--- src/rtl/biq_pkg.sv ---
// Shared constants, register indexes and types for the stereo biquad filter.
// No dependencies; the rtl files refer to this package by scoped names, the sim files import it.
`default_nettype none

package biq_pkg;

	localparam int CHANNELS    = 2;
	localparam int SAMPLE_BITS = 24;
	localparam int COEF_BITS   = 32;
	localparam int HIST_BITS   = 32;
	localparam int COEF_FRAC   = COEF_BITS - 4;
	localparam int PRE_SHIFT   = 4;
	localparam int POST_SHIFT  = COEF_FRAC - PRE_SHIFT;
	localparam int CH_W        = (CHANNELS > 1) ? $clog2(CHANNELS) : 1;
	localparam int MODE_W      = 2;
	localparam int IDX_W       = 3;

	// register indexes
	localparam logic [IDX_W-1:0] REG_FF_COEF_0   = 3'd0;
	localparam logic [IDX_W-1:0] REG_FF_COEF_1   = 3'd1;
	localparam logic [IDX_W-1:0] REG_FF_COEF_2   = 3'd2;
	localparam logic [IDX_W-1:0] REG_FB_COEF_1   = 3'd3;
	localparam logic [IDX_W-1:0] REG_FB_COEF_2   = 3'd4;
	localparam logic [IDX_W-1:0] REG_CHANNEL_MODE = 3'd5;

	// channel mode codes; the other two codes bypass the filter
	localparam logic [MODE_W-1:0] MODE_MONO   = 2'd1;
	localparam logic [MODE_W-1:0] MODE_STEREO = 2'd2;

	// unity gain on the current input
	localparam logic [COEF_BITS-1:0] FF0_RESET = COEF_BITS'(1) << COEF_FRAC;

	typedef struct packed {
		logic signed [COEF_BITS-1:0] ff0;
		logic signed [COEF_BITS-1:0] ff1;
		logic signed [COEF_BITS-1:0] ff2;
		logic signed [COEF_BITS-1:0] fb1;
		logic signed [COEF_BITS-1:0] fb2;
		logic [MODE_W-1:0]           mode;
	} cfg_t;

	typedef struct packed {
		logic signed [SAMPLE_BITS-1:0] x1;
		logic signed [SAMPLE_BITS-1:0] x2;
		logic signed [HIST_BITS-1:0]   y1;
		logic signed [HIST_BITS-1:0]   y2;
	} hist_t;

endpackage

`default_nettype wire

--- src/rtl/biq_cfg_regs.sv ---
// Coefficient and channel-mode registers behind the plain write port.
// Depends on biq_pkg.
`default_nettype none

module biq_cfg_regs (
	input  wire logic                          clk,
	input  wire logic                          arst_n,
	input  wire logic                          cfg_we,
	input  wire logic [biq_pkg::IDX_W-1:0]     cfg_index,
	input  wire logic [biq_pkg::COEF_BITS-1:0] cfg_wdata,
	output biq_pkg::cfg_t                      cfg
);

	biq_pkg::cfg_t cfg_q;

	always_ff @(posedge clk or negedge arst_n) begin
		if (!arst_n) begin
			cfg_q.ff0  <= biq_pkg::FF0_RESET;
			cfg_q.ff1  <= '0;
			cfg_q.ff2  <= '0;
			cfg_q.fb1  <= '0;
			cfg_q.fb2  <= '0;
			cfg_q.mode <= biq_pkg::MODE_STEREO;
		end else if (cfg_we) begin
			case (cfg_index)
				biq_pkg::REG_FF_COEF_0:    cfg_q.ff0  <= cfg_wdata;
				biq_pkg::REG_FF_COEF_1:    cfg_q.ff1  <= cfg_wdata;
				biq_pkg::REG_FF_COEF_2:    cfg_q.ff2  <= cfg_wdata;
				biq_pkg::REG_FB_COEF_1:    cfg_q.fb1  <= cfg_wdata;
				biq_pkg::REG_FB_COEF_2:    cfg_q.fb2  <= cfg_wdata;
				biq_pkg::REG_CHANNEL_MODE: cfg_q.mode <= cfg_wdata[biq_pkg::MODE_W-1:0];
				default: ; // unmapped index, write dropped
			endcase
		end
	end

	assign cfg = cfg_q;

endmodule

`default_nettype wire

--- config.mk ---
export PLATFORM = sky130hd
export DESIGN_NAME = biq_cfg_regs
export DESIGN_NICKNAME = d
export VERILOG_FILES = /design/src/rtl/biq_pkg.sv /design/src/rtl/biq_cfg_regs.sv
export SDC_FILE = /design/constraint.sdc
export NUM_CORES = 1
export LEC_CHECK = 0
export BUFFER_PORTS_ARGS = -buffer_cell sky130_fd_sc_hd__buf_2
export CAP_MARGIN = 20
export CORE_ASPECT_RATIO = 1.5
export CORE_UTILIZATION = 45
export CTS_BUF_LIST = sky130_fd_sc_hd__clkbuf_4 sky130_fd_sc_hd__clkbuf_8
export DETAILED_ROUTE_END_ITERATION = 8
export GPL_ROUTABILITY_DRIVEN = 0
export PLACE_DENSITY = 0.72
export SYNTH_ARGS = -nofsm -noshare
export SYNTH_HDL_FRONTEND = slang
export SYNTH_SLANG_ARGS = --single-unit
--- constraint.sdc ---
create_clock -name clk -period 1.5 [get_ports clk]
set_input_delay 0.225 -clock clk [delete_from_list [all_inputs] [get_ports clk]]
set_output_delay 0.225 -clock clk [all_outputs]
set_load 0.05 [all_outputs]
==> impl_metrics.ini <==
[timing]
setup_viol = 0
tightest_slew_ns = 0.4342
period_needed_ns = 1.441
rsz0062_at_grt = no
finalCritPeriodShare = 0.9607
slew_viol_final = 0
relSlewSlack = 0.7105
setup_ws_ns = 0.05900
holdWs_ns = 0.07489
finalHoldViolations = 0
fmax_mhz = 694.0
finClkSkew_ns = 0

[worst_setup_path]
worstPathCellList = buf_2
start_kind = register
crit_fanout = 2
crit_buf_inv = 1
cp_slowest_cell = dfstp_2
cp.required_ns = 1.27
cp.arrival_ns = 1.22
cp-end-kind = output port
worstSetupPathType = reg -> out
cpPeakStageDelay_ns = 0.53
path_delay_family = flip-flops

[die]
die-area_sq_mm = 0.01471
die_height_um = 148.0
core_region_area_sq_mm = 0.01393
row_count = 53
start_util = 0.4594
fp.dieW_um = 99.36
io_pins = 200

[finish]
layout_commonest_cell = buf_2
largest_reg_flops = 162
antenna_cells = 0
synthToLayoutAreaGrowth_pct = 26.50
nNetsFinal = 609
finalNonFillerCells = 749
final_layout_size_suffix_gt1_frac = 0.7106
fin_area_sq_mm = 0.008093
layout_common_cells = buf_2, dfrtp_1, mux2_2
n_fill_cell = 1087

[flow_run]
drv_cap = 0

[placement]
io_buffers = 199
hpwl_um = 10050
place_inst = 716
place_area_sq_mm = 0.007677
dp_slack_ns = -0.1164

[drt]
drt-pass1-iter-count = 4
drc = 0
viasPerCell = 5.084
ant_nets = 0
drt-total-wl_um = 13990
drt_iter0_drc = 64
wl_per_cell_um = 18.68
via_count = 3808

[clock_network]
cts_made_buffers = 17
htree_levels = 4
cts_num_sinks = 162
cts_tree = done
cts_resized = 0
cts_root_buf = clkbuf_8
clock_latency_ns = 0.42
path_clk_slew_ns = 0.10
cts_buffer_depth = 2

[power]
switching_power_mw = 6.561
p_leak_nw = 3.961
p_total_mw = 15.09
cell_internal_pwr_mw = 8.529
p_sw_frac = 0.4348
seq_power_share = 0.387
vdd_drop_max_v = 0.0009264
p_per_area_mw_per_mm2 = 1865
power_frac_comb = 0.400
clkPwrFrac = 0.213

[yosys]
syn_area_sq_mm = 0.006397
synth-seq-cells = 162
synth_cells = 348
syn-num-nets = 386
yosys_warnings = 0
synth.distinct_cells = 13
yosysSeqAreaShare = 0.6341
syn_area_per_cell_sq_um = 18.38

[grt]
grt_usage = 0.2011
grt_max_degree = 42
grt_pass1_vias = 4123
antenna_found_initial = 0
gr-total-overflow = 0
grt_pass1_wl_um = 22450

[min_path]
holdCritPathClass = in -> reg

[status]
status = completed
==> synth_stat cells (all sizes together) <==
cell type,n,share of area
buf,18,0.039
dfrtp,160,0.63
dfstp,2,0.0082
mux2,162,0.31
nand4b,2,0.0037
nor4b,1,0.0037
nor4bb,3,0.0047
==> per-layer routing <==
metal	share of wire	global-route usage	vias to the layer above
met4	0.022	0.07574	0
met3	0.056	0.05957	18
li1	-	-	1686
met2	0.52	0.3410	134
met5	0	0	-
met1	0.40	0.2405	1970
==> path summary, 6_finish.rpt <==
path                                startpoint                    to  slack (ns)  cells past startpoint
max                         cfg[1]$_DFFE_PN1P_                cfg[1]        0.06                      1
min                               cfg_wdata[3]   cfg[37]$_DFFE_PN0P_        0.07                      2
max reg2reg                cfg[15]$_DFFE_PN0P_   cfg[15]$_DFFE_PN0P_        0.68                      1
min reg2reg                cfg[67]$_DFFE_PN0P_   cfg[67]$_DFFE_PN0P_        0.48                      1
max in group asynchronous               arst_n  cfg[158]$_DFFE_PN1P_        0.62                      3
min in group asynchronous               arst_n   cfg[32]$_DFFE_PN0P_        0.29                      2
==> layout make-up <==
cell class,instances,area [sq um],share of cell area
clock buffer,19,255.2,0.03154
timing repair buffer,222,1290,0.1594
sequential,162,4056,0.5012
clock inverter,13,150.1,0.01855
multi-input combinational,168,2135,0.2638
tap,165,206.4,0.02551
==> through the flow <==
stage	util	setup TNS, ns
floorplan	-	0
global placement	0.5513	-1.958
detailed placement	0.5513	-5.607
CTS	0.5811	0
global route	0.5811	0
finish	0.5811	0
==> power groups by stage <==
stage / combinational (mW) / sequential (mW) / clock [mW]
finish: 6.03 / 5.85 / 3.21
global route: 6.25 / 5.96 / 3.50
CTS: 6.08 / 5.85 / 3.32
detailed placement: 6.07 / 5.92 / 0
global placement: 5.99 / 5.88 / 0
floorplan: 1.10 / 9.32 / 0
==> kinds of logic after synthesis <==
group	Yosys count	synth area share
buffers and inverters	18	0.03931
muxes	162	0.3145
and+or+nand+nor	6	0.01213
DFF	162	0.6341
==> what timing repair did <==
item / in CTS / in global routing
hold endpoints to repair: 34 / 0
setup buffers: 0 / 0
hold buffers: 1 / 0
Note: power is estimated with default switching activity, not from simulation.
