`config.mk`:
```
export PLATFORM = sky130hd
export DESIGN_NAME = biq_hist
export DESIGN_NICKNAME = d
export VERILOG_FILES = /design/src/rtl/biq_pkg.sv /design/src/rtl/biq_hist.sv
export SDC_FILE = /design/constraint.sdc
export NUM_CORES = 1
export LEC_CHECK = 0
export BUFFER_PORTS_ARGS = -buffer_cell sky130_fd_sc_hd__buf_2
export CORE_UTILIZATION = 34
export DETAILED_ROUTE_END_ITERATION = 12
export PLACE_DENSITY = 0.57
export SYNTH_ARGS = -nofsm -noshare
export SYNTH_HDL_FRONTEND = slang
export SYNTH_SLANG_ARGS = --single-unit
```
`constraint.sdc`:
```
create_clock -name clk -period 1.65 [get_ports clk]
set_input_delay 0 -clock clk [delete_from_list [all_inputs] [get_ports clk]]
set_output_delay 0 -clock clk [all_outputs]
set_load 0.03 [all_outputs]
```
`src/rtl/biq_pkg.sv`:
```
// Shared constants, register indexes and types for the stereo biquad filter.
// No dependencies; the rtl files refer to this package by scoped names, the sim files import it.
`default_nettype none

package biq_pkg;

	localparam int CHANNELS    = 2;
	localparam int SAMPLE_BITS = 24;
	localparam int COEF_BITS   = 32;
	localparam int HIST_BITS   = 32;
	localparam int COEF_FRAC   = COEF_BITS - 4;
	localparam int PRE_SHIFT   = 4;
	localparam int POST_SHIFT  = COEF_FRAC - PRE_SHIFT;
	localparam int CH_W        = (CHANNELS > 1) ? $clog2(CHANNELS) : 1;
	localparam int MODE_W      = 2;
	localparam int IDX_W       = 3;

	// register indexes
	localparam logic [IDX_W-1:0] REG_FF_COEF_0   = 3'd0;
	localparam logic [IDX_W-1:0] REG_FF_COEF_1   = 3'd1;
	localparam logic [IDX_W-1:0] REG_FF_COEF_2   = 3'd2;
	localparam logic [IDX_W-1:0] REG_FB_COEF_1   = 3'd3;
	localparam logic [IDX_W-1:0] REG_FB_COEF_2   = 3'd4;
	localparam logic [IDX_W-1:0] REG_CHANNEL_MODE = 3'd5;

	// channel mode codes; the other two codes bypass the filter
	localparam logic [MODE_W-1:0] MODE_MONO   = 2'd1;
	localparam logic [MODE_W-1:0] MODE_STEREO = 2'd2;

	// unity gain on the current input
	localparam logic [COEF_BITS-1:0] FF0_RESET = COEF_BITS'(1) << COEF_FRAC;

	typedef struct packed {
		logic signed [COEF_BITS-1:0] ff0;
		logic signed [COEF_BITS-1:0] ff1;
		logic signed [COEF_BITS-1:0] ff2;
		logic signed [COEF_BITS-1:0] fb1;
		logic signed [COEF_BITS-1:0] fb2;
		logic [MODE_W-1:0]           mode;
	} cfg_t;

	typedef struct packed {
		logic signed [SAMPLE_BITS-1:0] x1;
		logic signed [SAMPLE_BITS-1:0] x2;
		logic signed [HIST_BITS-1:0]   y1;
		logic signed [HIST_BITS-1:0]   y2;
	} hist_t;

endpackage

`default_nettype wire

```
`src/rtl/biq_hist.sv`:
```
// Per-channel filter history (two inputs, two wide outputs) and the
// stereo channel toggle. Depends on biq_pkg.
`default_nettype none

module biq_hist (
	input  wire logic                            clk,
	input  wire logic                            arst_n,
	input  wire logic                            upd,
	input  wire logic                            toggle,
	input  wire logic                            last,
	input  wire logic [biq_pkg::CH_W-1:0]        ch,
	input  wire logic signed [biq_pkg::SAMPLE_BITS-1:0] x,
	input  wire logic signed [biq_pkg::HIST_BITS-1:0]   y,
	output biq_pkg::hist_t                       hist,
	output logic                                 next_ch
);

	biq_pkg::hist_t hist_q [biq_pkg::CHANNELS];
	logic           next_ch_q;

	always_ff @(posedge clk or negedge arst_n) begin
		if (!arst_n) begin
			for (int i = 0; i < biq_pkg::CHANNELS; i++) begin
				hist_q[i] <= '0;
			end
			next_ch_q <= 1'b0;
		end else begin
			if (upd) begin
				hist_q[ch].x2 <= hist_q[ch].x1;
				hist_q[ch].x1 <= x;
				hist_q[ch].y2 <= hist_q[ch].y1;
				hist_q[ch].y1 <= y;
			end
			// every buffer opens on the left channel
			if (toggle) begin
				next_ch_q <= last ? 1'b0 : ~next_ch_q;
			end
		end
	end

	assign hist    = hist_q[ch];
	assign next_ch = next_ch_q;

endmodule

`default_nettype wire

```
==> results.yml <==
clock_tree:
  htree_levels: 1
  clk_pin_slew_ps: 60
  cts_tree: "done"
  clkSinkCount: 225
  clock_latency_ps: 520
  cts_buffers: 26
  clock-root-buffer: "clkbuf_16"
  cts.repair.resized: 0
  clk_path_buf_depth: 3
power_and_ir_drop:
  ir_worst_vdd_v: 0.000752
  power_switching_mw: 5.18
  p_leak_nw: 6.02
  p_int_mw: 12.5
  p_sw_frac: 0.294
  powerDensity_nw_per_um2: 1360
  power.total_mw: 17.6
  pwr-share-seq: 0.410
  pwr-share-comb: 0.256
  pwr-share-clk: 0.334
sta:
  hold_viol_final: 0
  drv_slew: 0
  max_freq_mhz: 725
  skew_ps: 7.07
  period_needed_ps: 1380
  timing.final.crit_share: 0.836
  tightest_slew_ps: 586
  rsz0062_at_grt: "false"
  setup_violations: 0
  slew_headroom: 0.610
  setup-tns-final_ps: 0
global_route:
  gr-usage-all-layers: 0.134
  grt_pass1_wl_mm: 33.3
  antenna_found_initial: 0
  first_global_vias: 6290
  grt_max_degree: 56
  grt.overflow.total: 0
logic_synthesis:
  synth_area_um2: 10000
  yosysWarnings: 0
  syn_area_per_cell_um2: 16.7
  ys_seq_area_frac: 0.561
  synth_fp_nets: 664
  ys_ff_latch: 225
  synthDistinctLibCells: 9
  synthCells: 602
critical_path:
  critPathKind: "reg2out"
  startpoint: "hist_q[149]"
  r2r_end: "next_ch"
  worstSetupStartpointType: "flip-flop"
  critical_path_arrival_ps: 1380
  worstPathRequired_ps: 1650
  r2r_slack_ps: 340
  reg2reg_depth: 3
  reg2reg_from: "next_ch"
  cp-end-kind: "output pin"
  cp_max_fo: 3
routing:
  via_per_inst: 4.53
  routedWlPerCell_um: 15.8
  wl_mm: 19.9
  ant_nets: 0
  drcViolationCount: 0
  num_vias: 5718
  drt-pass1-iter-count: 4
  drt-initial-drc-count: 196
placed_design:
  numPortBuffers: 174
  hpwl_mm: 13.0
  gp_congestion: 0.706
job:
  max-cap-violations: 0
floorplanning:
  die_area_um2: 30200
  die_x_um: 174
  row_count: 62
  die_h_um: 174
  io_pins: 175
  core_area_um2: 28900
  start_util: 0.348
final_layout:
  fin_nets: 920
  fill_cells: 2652
  diodes: 0
  drive_above_1_share: 0.668
  areaGrowthSynthToFinish_pct: 29.1
run_status:
  status: "completed"
worst_hold_path:
  hp-class: "in2async"
==> through the flow <==
| stage | instance area, um2 | util | std cells | hold slack [ps] | setup slack, ps |
|---|---|---|---|---|---|
| 3_5_place_dp | 11500 | 0.398 | 1155 | -27.7 | 382 |
| 2_1_floorplan | 10000 | - | 602 | -296 | 652 |
| 6_report | 13000 | 0.449 | 1261 | 18.2 | 271 |
| 5_1_grt | 13000 | 0.449 | 1261 | 36.8 | 209 |
| 4_1_cts | 13000 | 0.449 | 1261 | 9.02 | 229 |
| 3_3_place_gp | 11500 | 0.398 | 1155 | -22.8 | 396 |
==> flip-flops by register name, summed over array words and instances, names as in the netlist <==
signal and count:
hist_q 224, next_ch 1
==> cells in the final DEF, fill, tap and decap left out <==
cell	Yosys	routed
mux2_2	257	257
dfrtp_1	225	225
clkinv_2	0	4
clkbuf_16	0	27
nand2_4	0	1
bufinv_16	0	3
nor2_1	1	1
buf_8	0	1
buf_2	19	172
clkbuf_1	0	6
buf_4	1	23
clkinvlp_4	0	2
clkbuf_8	0	5
buf_12	0	10
mux2_4	80	80
nand2b_4	1	1
dlygate4sd3_1	0	59
==> critical path, stage by stage (launching register included) <==
cell and delay, ps:
dfrtp_1 400, mux2_2 280, buf_2 180
==> synth_stat cells <==
library cell,n,area (um2)
dfrtp_1,225,5630
buf_6,17,191
nor2_1,1,3.75
nand2b_4,1,13.8
nand2_1,1,3.75
buf_2,19,95.1
mux2_2,257,2890
mux2_4,80,1200
buf_4,1,7.51
==> final cells by class <==
| type | count | area [um2] | area share |
|---|---|---|---|
| clock inverter | 9 | 125 | 0.00965 |
| timing repair buffer | 265 | 1840 | 0.142 |
| multi-input combinational | 340 | 4120 | 0.318 |
| sequential | 225 | 5630 | 0.434 |
| clock buffer | 38 | 767 | 0.0592 |
| tap | 384 | 480 | 0.0371 |
==> routing by layer <==
layer	track usage	wire length, um	up-vias
met1	0.188	9530	2857
met3	0.0355	1200	36
met2	0.204	8660	141
met4	0.0325	481	0
li1	-	-	2684
met5	0	0	-
==> cell families (layout without fill, tap and decap cells) <==
logic type	after synthesis	after routing	share of synthesized area
multiplexers	337	337	0.408
AND/OR/NAND/NOR	3	3	0.00212
buffers and inverters	37	312	0.0293
flip-flops	225	225	0.561
==> power by group through the flow <==
stage               clock network (mW)  logic [mW]  registers (mW)
finish                            5.89        4.51            7.24
global route                      6.33        4.82            7.40
CTS                               6.14        4.58            7.25
detailed placement                   0        4.44            7.32
global placement                     0        4.40            7.33
floorplan                            0        3.39            7.10
==> what timing repair did <==
action / 4_1_cts / 5_1_grt
buffers inserted: 0 / 0
hold buffers: 59 / 0
endpoints found under the setup margin: 0 / 0
hold endpoints to repair: 338 / 0
==> how the worst max path moves through the flow <==
stage	end	cells after the start
floorplan	hist_q[100]	5
global placement	hist_q[184]	5
detailed placement	hist_q[183]	5
CTS	hist[37]	2
global route	hist[37]	2
finish	hist[37]	2
(Power assumes the default switching activity.)
